`src/rtl/sliding_piece_attack_generator_top_defines.svh`:
```
// Assertion macros for the sliding piece attack generator.
`ifndef SLIDING_PIECE_ATTACK_GENERATOR_TOP_DEFINES_SVH
`define SLIDING_PIECE_ATTACK_GENERATOR_TOP_DEFINES_SVH

`ifndef SYNTHESIS
// Same-cycle implication.
`define SPA_ASSERT_NOW(lbl, clk, rst_n, ante, cons) \
  lbl: assert property (@(posedge clk) disable iff (!rst_n) (ante) |-> (cons)) \
    else $error("spa assertion failed");
// Next-cycle implication.
`define SPA_ASSERT_NEXT(lbl, clk, rst_n, ante, cons) \
  lbl: assert property (@(posedge clk) disable iff (!rst_n) (ante) |=> (cons)) \
    else $error("spa assertion failed");
`else
`define SPA_ASSERT_NOW(lbl, clk, rst_n, ante, cons)
`define SPA_ASSERT_NEXT(lbl, clk, rst_n, ante, cons)
`endif

`endif

```
`src/rtl/spa_pkg.sv`:
```
// Types, board constants and mask functions for the attack generator.
`timescale 1ns / 1ps
package spa_pkg;

  typedef logic [63:0] bb_t;
  typedef logic [5:0]  sq_t;
  typedef logic [2:0]  cmd_t;

  typedef enum logic [2:0] {
    CMD_KNIGHT = 3'd0,
    CMD_BISHOP = 3'd1,
    CMD_ROOK   = 3'd2,
    CMD_QUEEN  = 3'd3,
    CMD_KING   = 3'd4
  } piece_t;

  localparam int NUM_LINES = 4;
  // Line lanes: bishop uses the diagonals, rook the file and rank.
  localparam int LN_DIAG = 0;
  localparam int LN_ANTI = 1;
  localparam int LN_FILE = 2;
  localparam int LN_RANK = 3;

  localparam bb_t FILE_A_BB = 64'h0101010101010101;
  localparam bb_t FILE_B_BB = 64'h0202020202020202;
  localparam bb_t FILE_G_BB = 64'h4040404040404040;
  localparam bb_t FILE_H_BB = 64'h8080808080808080;
  localparam bb_t RANK_1_BB = 64'h00000000000000ff;
  localparam bb_t DIAG_MAIN = 64'h8040201008040201;
  localparam bb_t ANTI_MAIN = 64'h0102040810204080;

  function automatic bb_t bit_rev64(input bb_t v);
    bb_t r;
    for (int i = 0; i < 64; i++) begin
      r[i] = v[63 - i];
    end
    return r;
  endfunction

  function automatic bb_t diag_mask(input sq_t sq);
    logic [2:0] rk;
    logic [2:0] fl;
    bb_t        m;
    rk = sq[5:3];
    fl = sq[2:0];
    if (rk >= fl) begin
      m = DIAG_MAIN << {3'(rk - fl), 3'b000};
    end else begin
      m = DIAG_MAIN >> {3'(fl - rk), 3'b000};
    end
    return m;
  endfunction

  function automatic bb_t anti_mask(input sq_t sq);
    logic [3:0] s;
    bb_t        m;
    s = {1'b0, sq[5:3]} + {1'b0, sq[2:0]};
    if (s >= 4'd7) begin
      m = ANTI_MAIN << {3'(s - 4'd7), 3'b000};
    end else begin
      m = ANTI_MAIN >> {3'(4'd7 - s), 3'b000};
    end
    return m;
  endfunction

  function automatic bb_t file_mask(input sq_t sq);
    return FILE_A_BB << sq[2:0];
  endfunction

  function automatic bb_t rank_mask(input sq_t sq);
    return RANK_1_BB << {sq[5:3], 3'b000};
  endfunction

  function automatic bb_t knight_att(input bb_t b);
    bb_t not_a;
    bb_t not_h;
    bb_t not_ab;
    bb_t not_gh;
    not_a  = ~FILE_A_BB;
    not_h  = ~FILE_H_BB;
    not_ab = ~(FILE_A_BB | FILE_B_BB);
    not_gh = ~(FILE_G_BB | FILE_H_BB);
    return ((b << 17) & not_a) | ((b << 15) & not_h) |
           ((b << 10) & not_ab) | ((b << 6) & not_gh) |
           ((b >> 17) & not_h) | ((b >> 15) & not_a) |
           ((b >> 10) & not_gh) | ((b >> 6) & not_ab);
  endfunction

  function automatic bb_t king_att(input bb_t b);
    bb_t east;
    bb_t west;
    bb_t row;
    east = (b << 1) & ~FILE_A_BB;
    west = (b >> 1) & ~FILE_H_BB;
    row  = b | east | west;
    return east | west | (row << 8) | (row >> 8);
  endfunction

endpackage

```
`src/rtl/spa_channels.sv`:
```
// Valid/ready channel interfaces for the query and attack-set transactions.
`timescale 1ns / 1ps
interface spa_in_if;
  logic          valid;
  logic          ready;
  spa_pkg::cmd_t cmd;
  spa_pkg::sq_t  square;
  spa_pkg::bb_t  occupancy;

  modport source (output valid, output cmd, output square, output occupancy, input ready);
  modport sink   (input valid, input cmd, input square, input occupancy, output ready);
endinterface

interface spa_out_if;
  logic         valid;
  logic         ready;
  spa_pkg::bb_t attacks;

  modport source (output valid, output attacks, input ready);
  modport sink   (input valid, input attacks, output ready);
endinterface

```
`src/rtl/sliding_piece_attack_generator_top.sv`:
```
// Sliding piece attack generator: three-stage pipelined attack-set lookup.
//
// Usage:
//   in_chan carries one query per transaction: cmd (0 knight, 1 bishop,
//   2 rook, 3 queen, 4 king, other codes give an empty set), square
//   (rank*8+file) and the 64-bit occupancy. out_chan returns one 64-bit
//   attack set per query, in query order.
//   A query passes the stage 1, 2 and 3 registers to out_chan. Throughput
//   is one query per cycle while out_chan.ready is high: stage 1 builds
//   the line masks, stage 2 runs the eight 64-bit subtractions (forward
//   and reversed per line), stage 3 merges lines and selects by piece kind.
//   Each stage holds a valid bit and loads whenever it is empty or the
//   stage after it moves on, so bubbles are squeezed out.
//   When the receiver stalls, the last stage holds its result and the
//   stages behind it fill; in_chan.ready drops only when all three are full.
//   Synchronous reset empties the pipeline; no other state is kept.
`timescale 1ns / 1ps
`include "sliding_piece_attack_generator_top_defines.svh"
module sliding_piece_attack_generator_top (
  input  logic             clk,
  input  logic             rst_n,
  spa_in_if.sink           in_chan,
  spa_out_if.source        out_chan
);

  localparam int NL = spa_pkg::NUM_LINES;

  // Stage enables
  logic en1;
  logic en2;
  logic en3;

  // Stage 1: masks and masked occupancy
  logic          v1_r;
  spa_pkg::cmd_t cmd1_r;
  spa_pkg::bb_t  orig1_r;
  spa_pkg::bb_t  line1_r [NL];
  spa_pkg::bb_t  occ1_r  [NL];
  spa_pkg::bb_t  orig1_nxt;
  spa_pkg::bb_t  line1_nxt [NL];

  // Stage 2: subtractions and knight/king pattern
  logic          v2_r;
  spa_pkg::cmd_t cmd2_r;
  spa_pkg::bb_t  fwd2_r  [NL];
  spa_pkg::bb_t  bwdr2_r [NL];
  spa_pkg::bb_t  line2_r [NL];
  spa_pkg::bb_t  leap2_r;
  spa_pkg::bb_t  fwd2_nxt  [NL];
  spa_pkg::bb_t  bwdr2_nxt [NL];
  spa_pkg::bb_t  leap2_nxt;

  // Stage 3: merged result
  logic          v3_r;
  spa_pkg::bb_t  att3_r;
  spa_pkg::bb_t  lane3   [NL];
  spa_pkg::bb_t  att3_nxt;

  assign en3 = !v3_r || out_chan.ready;
  assign en2 = !v2_r || en3;
  assign en1 = !v1_r || en2;

  assign in_chan.ready  = en1;
  assign out_chan.valid = v3_r;
  assign out_chan.attacks = att3_r;

  always_comb begin
    orig1_nxt = spa_pkg::bb_t'(1) << in_chan.square;
    line1_nxt[spa_pkg::LN_DIAG] = spa_pkg::diag_mask(in_chan.square) & ~orig1_nxt;
    line1_nxt[spa_pkg::LN_ANTI] = spa_pkg::anti_mask(in_chan.square) & ~orig1_nxt;
    line1_nxt[spa_pkg::LN_FILE] = spa_pkg::file_mask(in_chan.square) & ~orig1_nxt;
    line1_nxt[spa_pkg::LN_RANK] = spa_pkg::rank_mask(in_chan.square) & ~orig1_nxt;
  end

  always_comb begin
    for (int i = 0; i < NL; i++) begin
      fwd2_nxt[i]  = occ1_r[i] - (orig1_r << 1);
      bwdr2_nxt[i] = spa_pkg::bit_rev64(occ1_r[i]) - (spa_pkg::bit_rev64(orig1_r) << 1);
    end
    if (cmd1_r == spa_pkg::CMD_KNIGHT) begin
      leap2_nxt = spa_pkg::knight_att(orig1_r);
    end else begin
      leap2_nxt = spa_pkg::king_att(orig1_r);
    end
  end

  always_comb begin
    for (int i = 0; i < NL; i++) begin
      lane3[i] = (fwd2_r[i] ^ spa_pkg::bit_rev64(bwdr2_r[i])) & line2_r[i];
    end
    unique case (cmd2_r) inside
      spa_pkg::CMD_KNIGHT,
      spa_pkg::CMD_KING:   att3_nxt = leap2_r;
      spa_pkg::CMD_BISHOP: att3_nxt = lane3[spa_pkg::LN_DIAG] | lane3[spa_pkg::LN_ANTI];
      spa_pkg::CMD_ROOK:   att3_nxt = lane3[spa_pkg::LN_FILE] | lane3[spa_pkg::LN_RANK];
      spa_pkg::CMD_QUEEN:  att3_nxt = lane3[spa_pkg::LN_DIAG] | lane3[spa_pkg::LN_ANTI] |
                                      lane3[spa_pkg::LN_FILE] | lane3[spa_pkg::LN_RANK];
      default:             att3_nxt = '0;
    endcase
  end

  // Valid bits
  always_ff @(posedge clk) begin
    if (!rst_n) begin
      v1_r <= 1'b0;
      v2_r <= 1'b0;
      v3_r <= 1'b0;
    end else begin
      if (en1) begin
        v1_r <= in_chan.valid;
      end
      if (en2) begin
        v2_r <= v1_r;
      end
      if (en3) begin
        v3_r <= v2_r;
      end
    end
  end

  // Payload
  always_ff @(posedge clk) begin
    if (en1) begin
      cmd1_r  <= in_chan.cmd;
      orig1_r <= orig1_nxt;
      for (int i = 0; i < NL; i++) begin
        line1_r[i] <= line1_nxt[i];
        occ1_r[i]  <= in_chan.occupancy & line1_nxt[i];
      end
    end
    if (en2) begin
      cmd2_r  <= cmd1_r;
      leap2_r <= leap2_nxt;
      for (int i = 0; i < NL; i++) begin
        fwd2_r[i]  <= fwd2_nxt[i];
        bwdr2_r[i] <= bwdr2_nxt[i];
        line2_r[i] <= line1_r[i];
      end
    end
    if (en3) begin
      att3_r <= att3_nxt;
    end
  end

  `SPA_ASSERT_NOW(a_ready_only_when_full, clk, rst_n, !in_chan.ready, v1_r && v2_r && v3_r)
  `SPA_ASSERT_NEXT(a_stage1_moves, clk, rst_n, v1_r && en2, v2_r)
  `SPA_ASSERT_NEXT(a_bad_cmd_zero, clk, rst_n, v2_r && en3 && cmd2_r > spa_pkg::CMD_KING, ~|att3_r)

endmodule

```
`src/flat_wrapper.sv`:
```
// flat-port wrapper written by rule: the top's interface ports become plain ports
module sliding_piece_attack_generator_top_flat 
  (clk, rst_n, in_chan_valid, in_chan_cmd, in_chan_square, in_chan_occupancy, in_chan_ready, out_chan_valid, out_chan_attacks, out_chan_ready);
  spa_in_if in_chan_i ();
  spa_out_if out_chan_i ();
  input  logic clk;
  input  logic rst_n;
  input wire logic [$bits(in_chan_i.valid)-1:0] in_chan_valid;
  input wire logic [$bits(in_chan_i.cmd)-1:0] in_chan_cmd;
  input wire logic [$bits(in_chan_i.square)-1:0] in_chan_square;
  input wire logic [$bits(in_chan_i.occupancy)-1:0] in_chan_occupancy;
  output wire logic [$bits(in_chan_i.ready)-1:0] in_chan_ready;
  output wire logic [$bits(out_chan_i.valid)-1:0] out_chan_valid;
  output wire logic [$bits(out_chan_i.attacks)-1:0] out_chan_attacks;
  input wire logic [$bits(out_chan_i.ready)-1:0] out_chan_ready;
  assign in_chan_i.valid = in_chan_valid;
  assign in_chan_i.cmd = in_chan_cmd;
  assign in_chan_i.square = in_chan_square;
  assign in_chan_i.occupancy = in_chan_occupancy;
  assign in_chan_ready = in_chan_i.ready;
  assign out_chan_valid = out_chan_i.valid;
  assign out_chan_attacks = out_chan_i.attacks;
  assign out_chan_i.ready = out_chan_ready;
  sliding_piece_attack_generator_top u_core (.clk(clk), .rst_n(rst_n), .in_chan(in_chan_i), .out_chan(out_chan_i));
endmodule
```
`config.mk`:
```
export PLATFORM = sky130hd
export DESIGN_NAME = sliding_piece_attack_generator_top_flat
export DESIGN_NICKNAME = d
export VERILOG_FILES = /design/src/rtl/spa_pkg.sv /design/src/rtl/spa_channels.sv /design/src/rtl/sliding_piece_attack_generator_top.sv /design/src/flat_wrapper.sv
export VERILOG_INCLUDE_DIRS = /design/src /design/src/rtl
export SDC_FILE = /design/constraint.sdc
export NUM_CORES = 2
export LEC_CHECK = 0
export BUFFER_PORTS_ARGS = -buffer_cell sky130_fd_sc_hd__buf_2
export CAP_MARGIN = 10
export CELL_PAD_IN_SITES_DETAIL_PLACEMENT = 0
export CELL_PAD_IN_SITES_GLOBAL_PLACEMENT = 1
export CORE_UTILIZATION = 52
export CTS_CLUSTER_SIZE = 20
export DETAILED_ROUTE_END_ITERATION = 16
export PLACE_DENSITY_LB_ADDON = 0.1
export SLEW_MARGIN = 20
export SYNTH_ARGS = -nofsm -noshare
export SYNTH_HDL_FRONTEND = slang
export SYNTH_SLANG_ARGS = --single-unit
```
`constraint.sdc`:
```
create_clock -name clk -period 26.2 [get_ports clk]
set_input_delay 3.93 -clock clk [delete_from_list [all_inputs] [get_ports clk]]
set_output_delay 3.93 -clock clk [all_outputs]
set_load 0.005 [all_outputs]
```
==> flow_summary.ini <==
[synthesis]
synth_enable_flop_cells = 1478
syn_avg_cell_area_sq_um = 11.1
post_synth_num_cell_types = 103
dominantRegCellSynth = sky130_fd_sc_hd__edfxtp_1
synthArstFlopShare_pct = 0
synth.yosys.warnings = 0
synthesis.area_sq_um = 83200
postSynthRegisterBits = 1481
syn-num-nets = 8099
syn_inst = 7506
ys_seq_area_share_pct = 53.4

[timing]
report.final.slew_viol_count = 0
setup_total_negative_slack_ps = 0
tightest_slew_ps = 1140
timing.slew.headroom_pct = 23.5
hold_ws_ps = 403
achievable-frequency_mhz = 106
worst_clock_skew_ps = 28.4
final_critical_path_share_of_the_clock_period_pct = 36.1
final.min_clock_period_ps = 9450
rsz0062_at_grt = no
timing.final.hold_violations = 0
final_critical_path_setup_slack_ps = 16750
setup_viols_final = 0

[floorplan]
die_w_um = 402
ios = 143
floorplan.initialDensity_pct = 52.5
die_h_um = 402
core_region_area_sq_um = 159000
num_rows = 146
die_area_sq_um = 162000

[critical_path]
r2r.worst_path.cells = 13
setup.worst_path.class = in -> out
end_kind = output pin
arrival_ps = 5520
cp_max_fo = 42
critPathLaunchType = input port
cp_data_required_time_ps = 22270

[routing]
drtIter0Drc = 9877
drt_pass1_iterations = 6
wirelength_um = 303000
detail_route.drc_violations = 0
drtAntennaViolNets = 0
dr_total_vias = 64100
wl_per_cell_um = 30.9
routed_via_density = 6.54

[placed_design]
routabilityCongestion = 1.00
post-place-ws_ps = 16790
post-dp-hpwl_um = 233000
place.port_buffers = 142
dp_area_sq_um = 86100

[clocking]
ctsLongestPathBuffers = 3
cts.hold.buffers_added = 0
htreeDepth = 4
tritoncts = yes
clockRootBuffer = sky130_fd_sc_hd__clkbuf_16
cts_repair_resizes = 0
cts.repair_timing.setup_buffer_count = 0
cts_made_buffers = 157
clock_insertion_delay_worst_skew_ps = 820
clk_pin_slew_worst_paths_ps = 60
clkSinkCount = 1481

[outcome]
run_status = complete, no violations

[power_and_ir_drop]
ir_drop_mv = 0.0681
power.static_leakage_nw = 41.1
total_power_mw = 7.63
cellPowerDensity_nw_per_um2 = 83.5

[grt]
grt_start_max_net_pins = 83
initial_antenna_violation_count = 38
overflow = 0
number_of_global_route_vias_before_repair = 59900
grt.total_usage_pct = 36.6
grt_first_pass_wirelength_um = 420000

[finish]
multiInputGateArea_sq_um = 36700
fillCellCount = 13400
stdcell_area_sq_um = 91400
final_layout_size_suffix_gt1_share_pct = 7.39
syn2layout_area_growth_pct = 9.86
sequential_cell_area_sq_um = 44400
total_nets_final = 8174

[min_path]
min_path_type = reg -> reg
hold-path-cell-count = 0

[job]
max_cap_viol_count = 0
==> area by class of cell <==
| class | count | area share, % |
|---|---|---|
| repair buffers | 237 | 1.56 |
| inverters | 243 | 0.998 |
| clock inverters | 104 | 1.31 |
| flip-flops and latches | 1481 | 48.6 |
| multi-input cells | 5461 | 40.2 |
| diodes | 21 | 0.0575 |
| clock buffers | 184 | 4.41 |
| well taps | 2072 | 2.84 |
==> cell families after synthesis <==
| group | synth area share (%) |
|---|---|
| AO/OA/AOI/OAI | 16.4 |
| XOR/XNOR | 7.76 |
| adder cells (fa/ha/maj) | 7.86 |
| buffers and inverters | 2.61 |
| flip-flops | 53.4 |
| multiplexers | 0.0120 |
| AND/OR/NAND/NOR | 11.9 |
==> metal layers <==
layer	up-vias	global-route usage, %	part of all wire (%)
met1	31500	53.6	42
met3	545	9.99	13
met4	6	11.7	3.5
met5	-	0	0.015
li1	28300	-	-
met2	3735	52.3	42
==> placed cells by master, fill, tap and decap left out, types with 21 or more instances in the layout <==
master,count
sky130_fd_sc_hd__a21boi_0,24
sky130_fd_sc_hd__nand3_1,111
sky130_fd_sc_hd__nor3_1,102
sky130_fd_sc_hd__a211oi_1,31
sky130_fd_sc_hd__nor2_1,814
sky130_fd_sc_hd__clkbuf_16,157
sky130_fd_sc_hd__buf_2,142
sky130_fd_sc_hd__inv_1,239
sky130_fd_sc_hd__nand2_1,458
sky130_fd_sc_hd__clkinv_2,23
sky130_fd_sc_hd__a22oi_1,69
sky130_fd_sc_hd__ha_1,505
sky130_fd_sc_hd__nor4_1,50
sky130_fd_sc_hd__edfxtp_1,1478
sky130_fd_sc_hd__clkinv_1,29
sky130_fd_sc_hd__a31oi_1,66
sky130_fd_sc_hd__xor2_1,440
sky130_fd_sc_hd__o21ai_0,427
sky130_fd_sc_hd__and3_1,167
sky130_fd_sc_hd__a22o_1,128
sky130_fd_sc_hd__a21oi_1,599
sky130_fd_sc_hd__diode_2,21
sky130_fd_sc_hd__nand4_1,161
sky130_fd_sc_hd__nor2b_1,62
sky130_fd_sc_hd__xnor2_1,297
sky130_fd_sc_hd__o211ai_1,21
sky130_fd_sc_hd__a41oi_1,26
sky130_fd_sc_hd__nand2b_1,54
sky130_fd_sc_hd__buf_4,95
sky130_fd_sc_hd__a21o_1,298
sky130_fd_sc_hd__and2_1,32
sky130_fd_sc_hd__clkbuf_1,27
sky130_fd_sc_hd__o21a_1,51
sky130_fd_sc_hd__o31ai_1,32
sky130_fd_sc_hd__o21bai_1,101
==> synthesized netlist by cell type (all sizes together), types with 167 or more instances <==
library cell | number | area (sq um)
a21o | 299 | 2250
a21oi | 609 | 3100
and3 | 167 | 1040
clkbuf | 286 | 1080
edfxtp | 1478 | 44400
ha | 505 | 6320
inv | 241 | 905
nand2 | 459 | 1720
nor2 | 816 | 3070
o21ai | 440 | 2200
xnor2 | 297 | 2600
xor2 | 440 | 3850
==> sequential cells by signal (all words and copies together) (netlist names) <==
register and flops:
u_core.v1_r 1, u_core.cmd1_r 3, u_core.v2_r 1, u_core.cmd2_r 3, u_core.bwdr2_r 256, u_core.leap2_r 64
u_core.out_chan.attacks 64, u_core.orig1_r 64, u_core.out_chan.valid 1, u_core.fwd2_r 256, u_core.occ1_r 256, u_core.line1_r 256
u_core.line2_r 256
==> critical path: stages <==
cell and delay (ps):
sky130_fd_sc_hd__buf_2 90, sky130_fd_sc_hd__nor2b_1 500, sky130_fd_sc_hd__nand3_4 590, sky130_fd_sc_hd__buf_2 350
==> through the flow <==
stage | instances | utilization [%]
detailed placement | 9494 | 54.3
global placement | 9494 | 54.3
global route | 9784 | 57.6
floorplan | 7506 | -
CTS | 9782 | 57.6
finish | 9803 | 57.6
==> final timing paths <==
kind / start / end / slack, ps
worst max-delay path: out_chan_ready / in_chan_ready / 16750
worst min-delay path: u_core.line1_r[0][14] / u_core.line2_r[0][14] / 400
worst min register to register: u_core.line1_r[0][14] / u_core.line2_r[0][14] / 400
worst max register to register: u_core.orig1_r[62] / u_core.bwdr2_r[3][58] / 20650
==> report_power, final <==
part | internal, mW | total (mW) | switching [mW]
Sequential | 3.10 | 3.30 | 0.198
Combinational | 0.714 | 2.04 | 1.32
Clock | 1.30 | 2.29 | 0.996
Total | 5.11 | 7.63 | 2.52
Power figures use the tool's default switching activity.
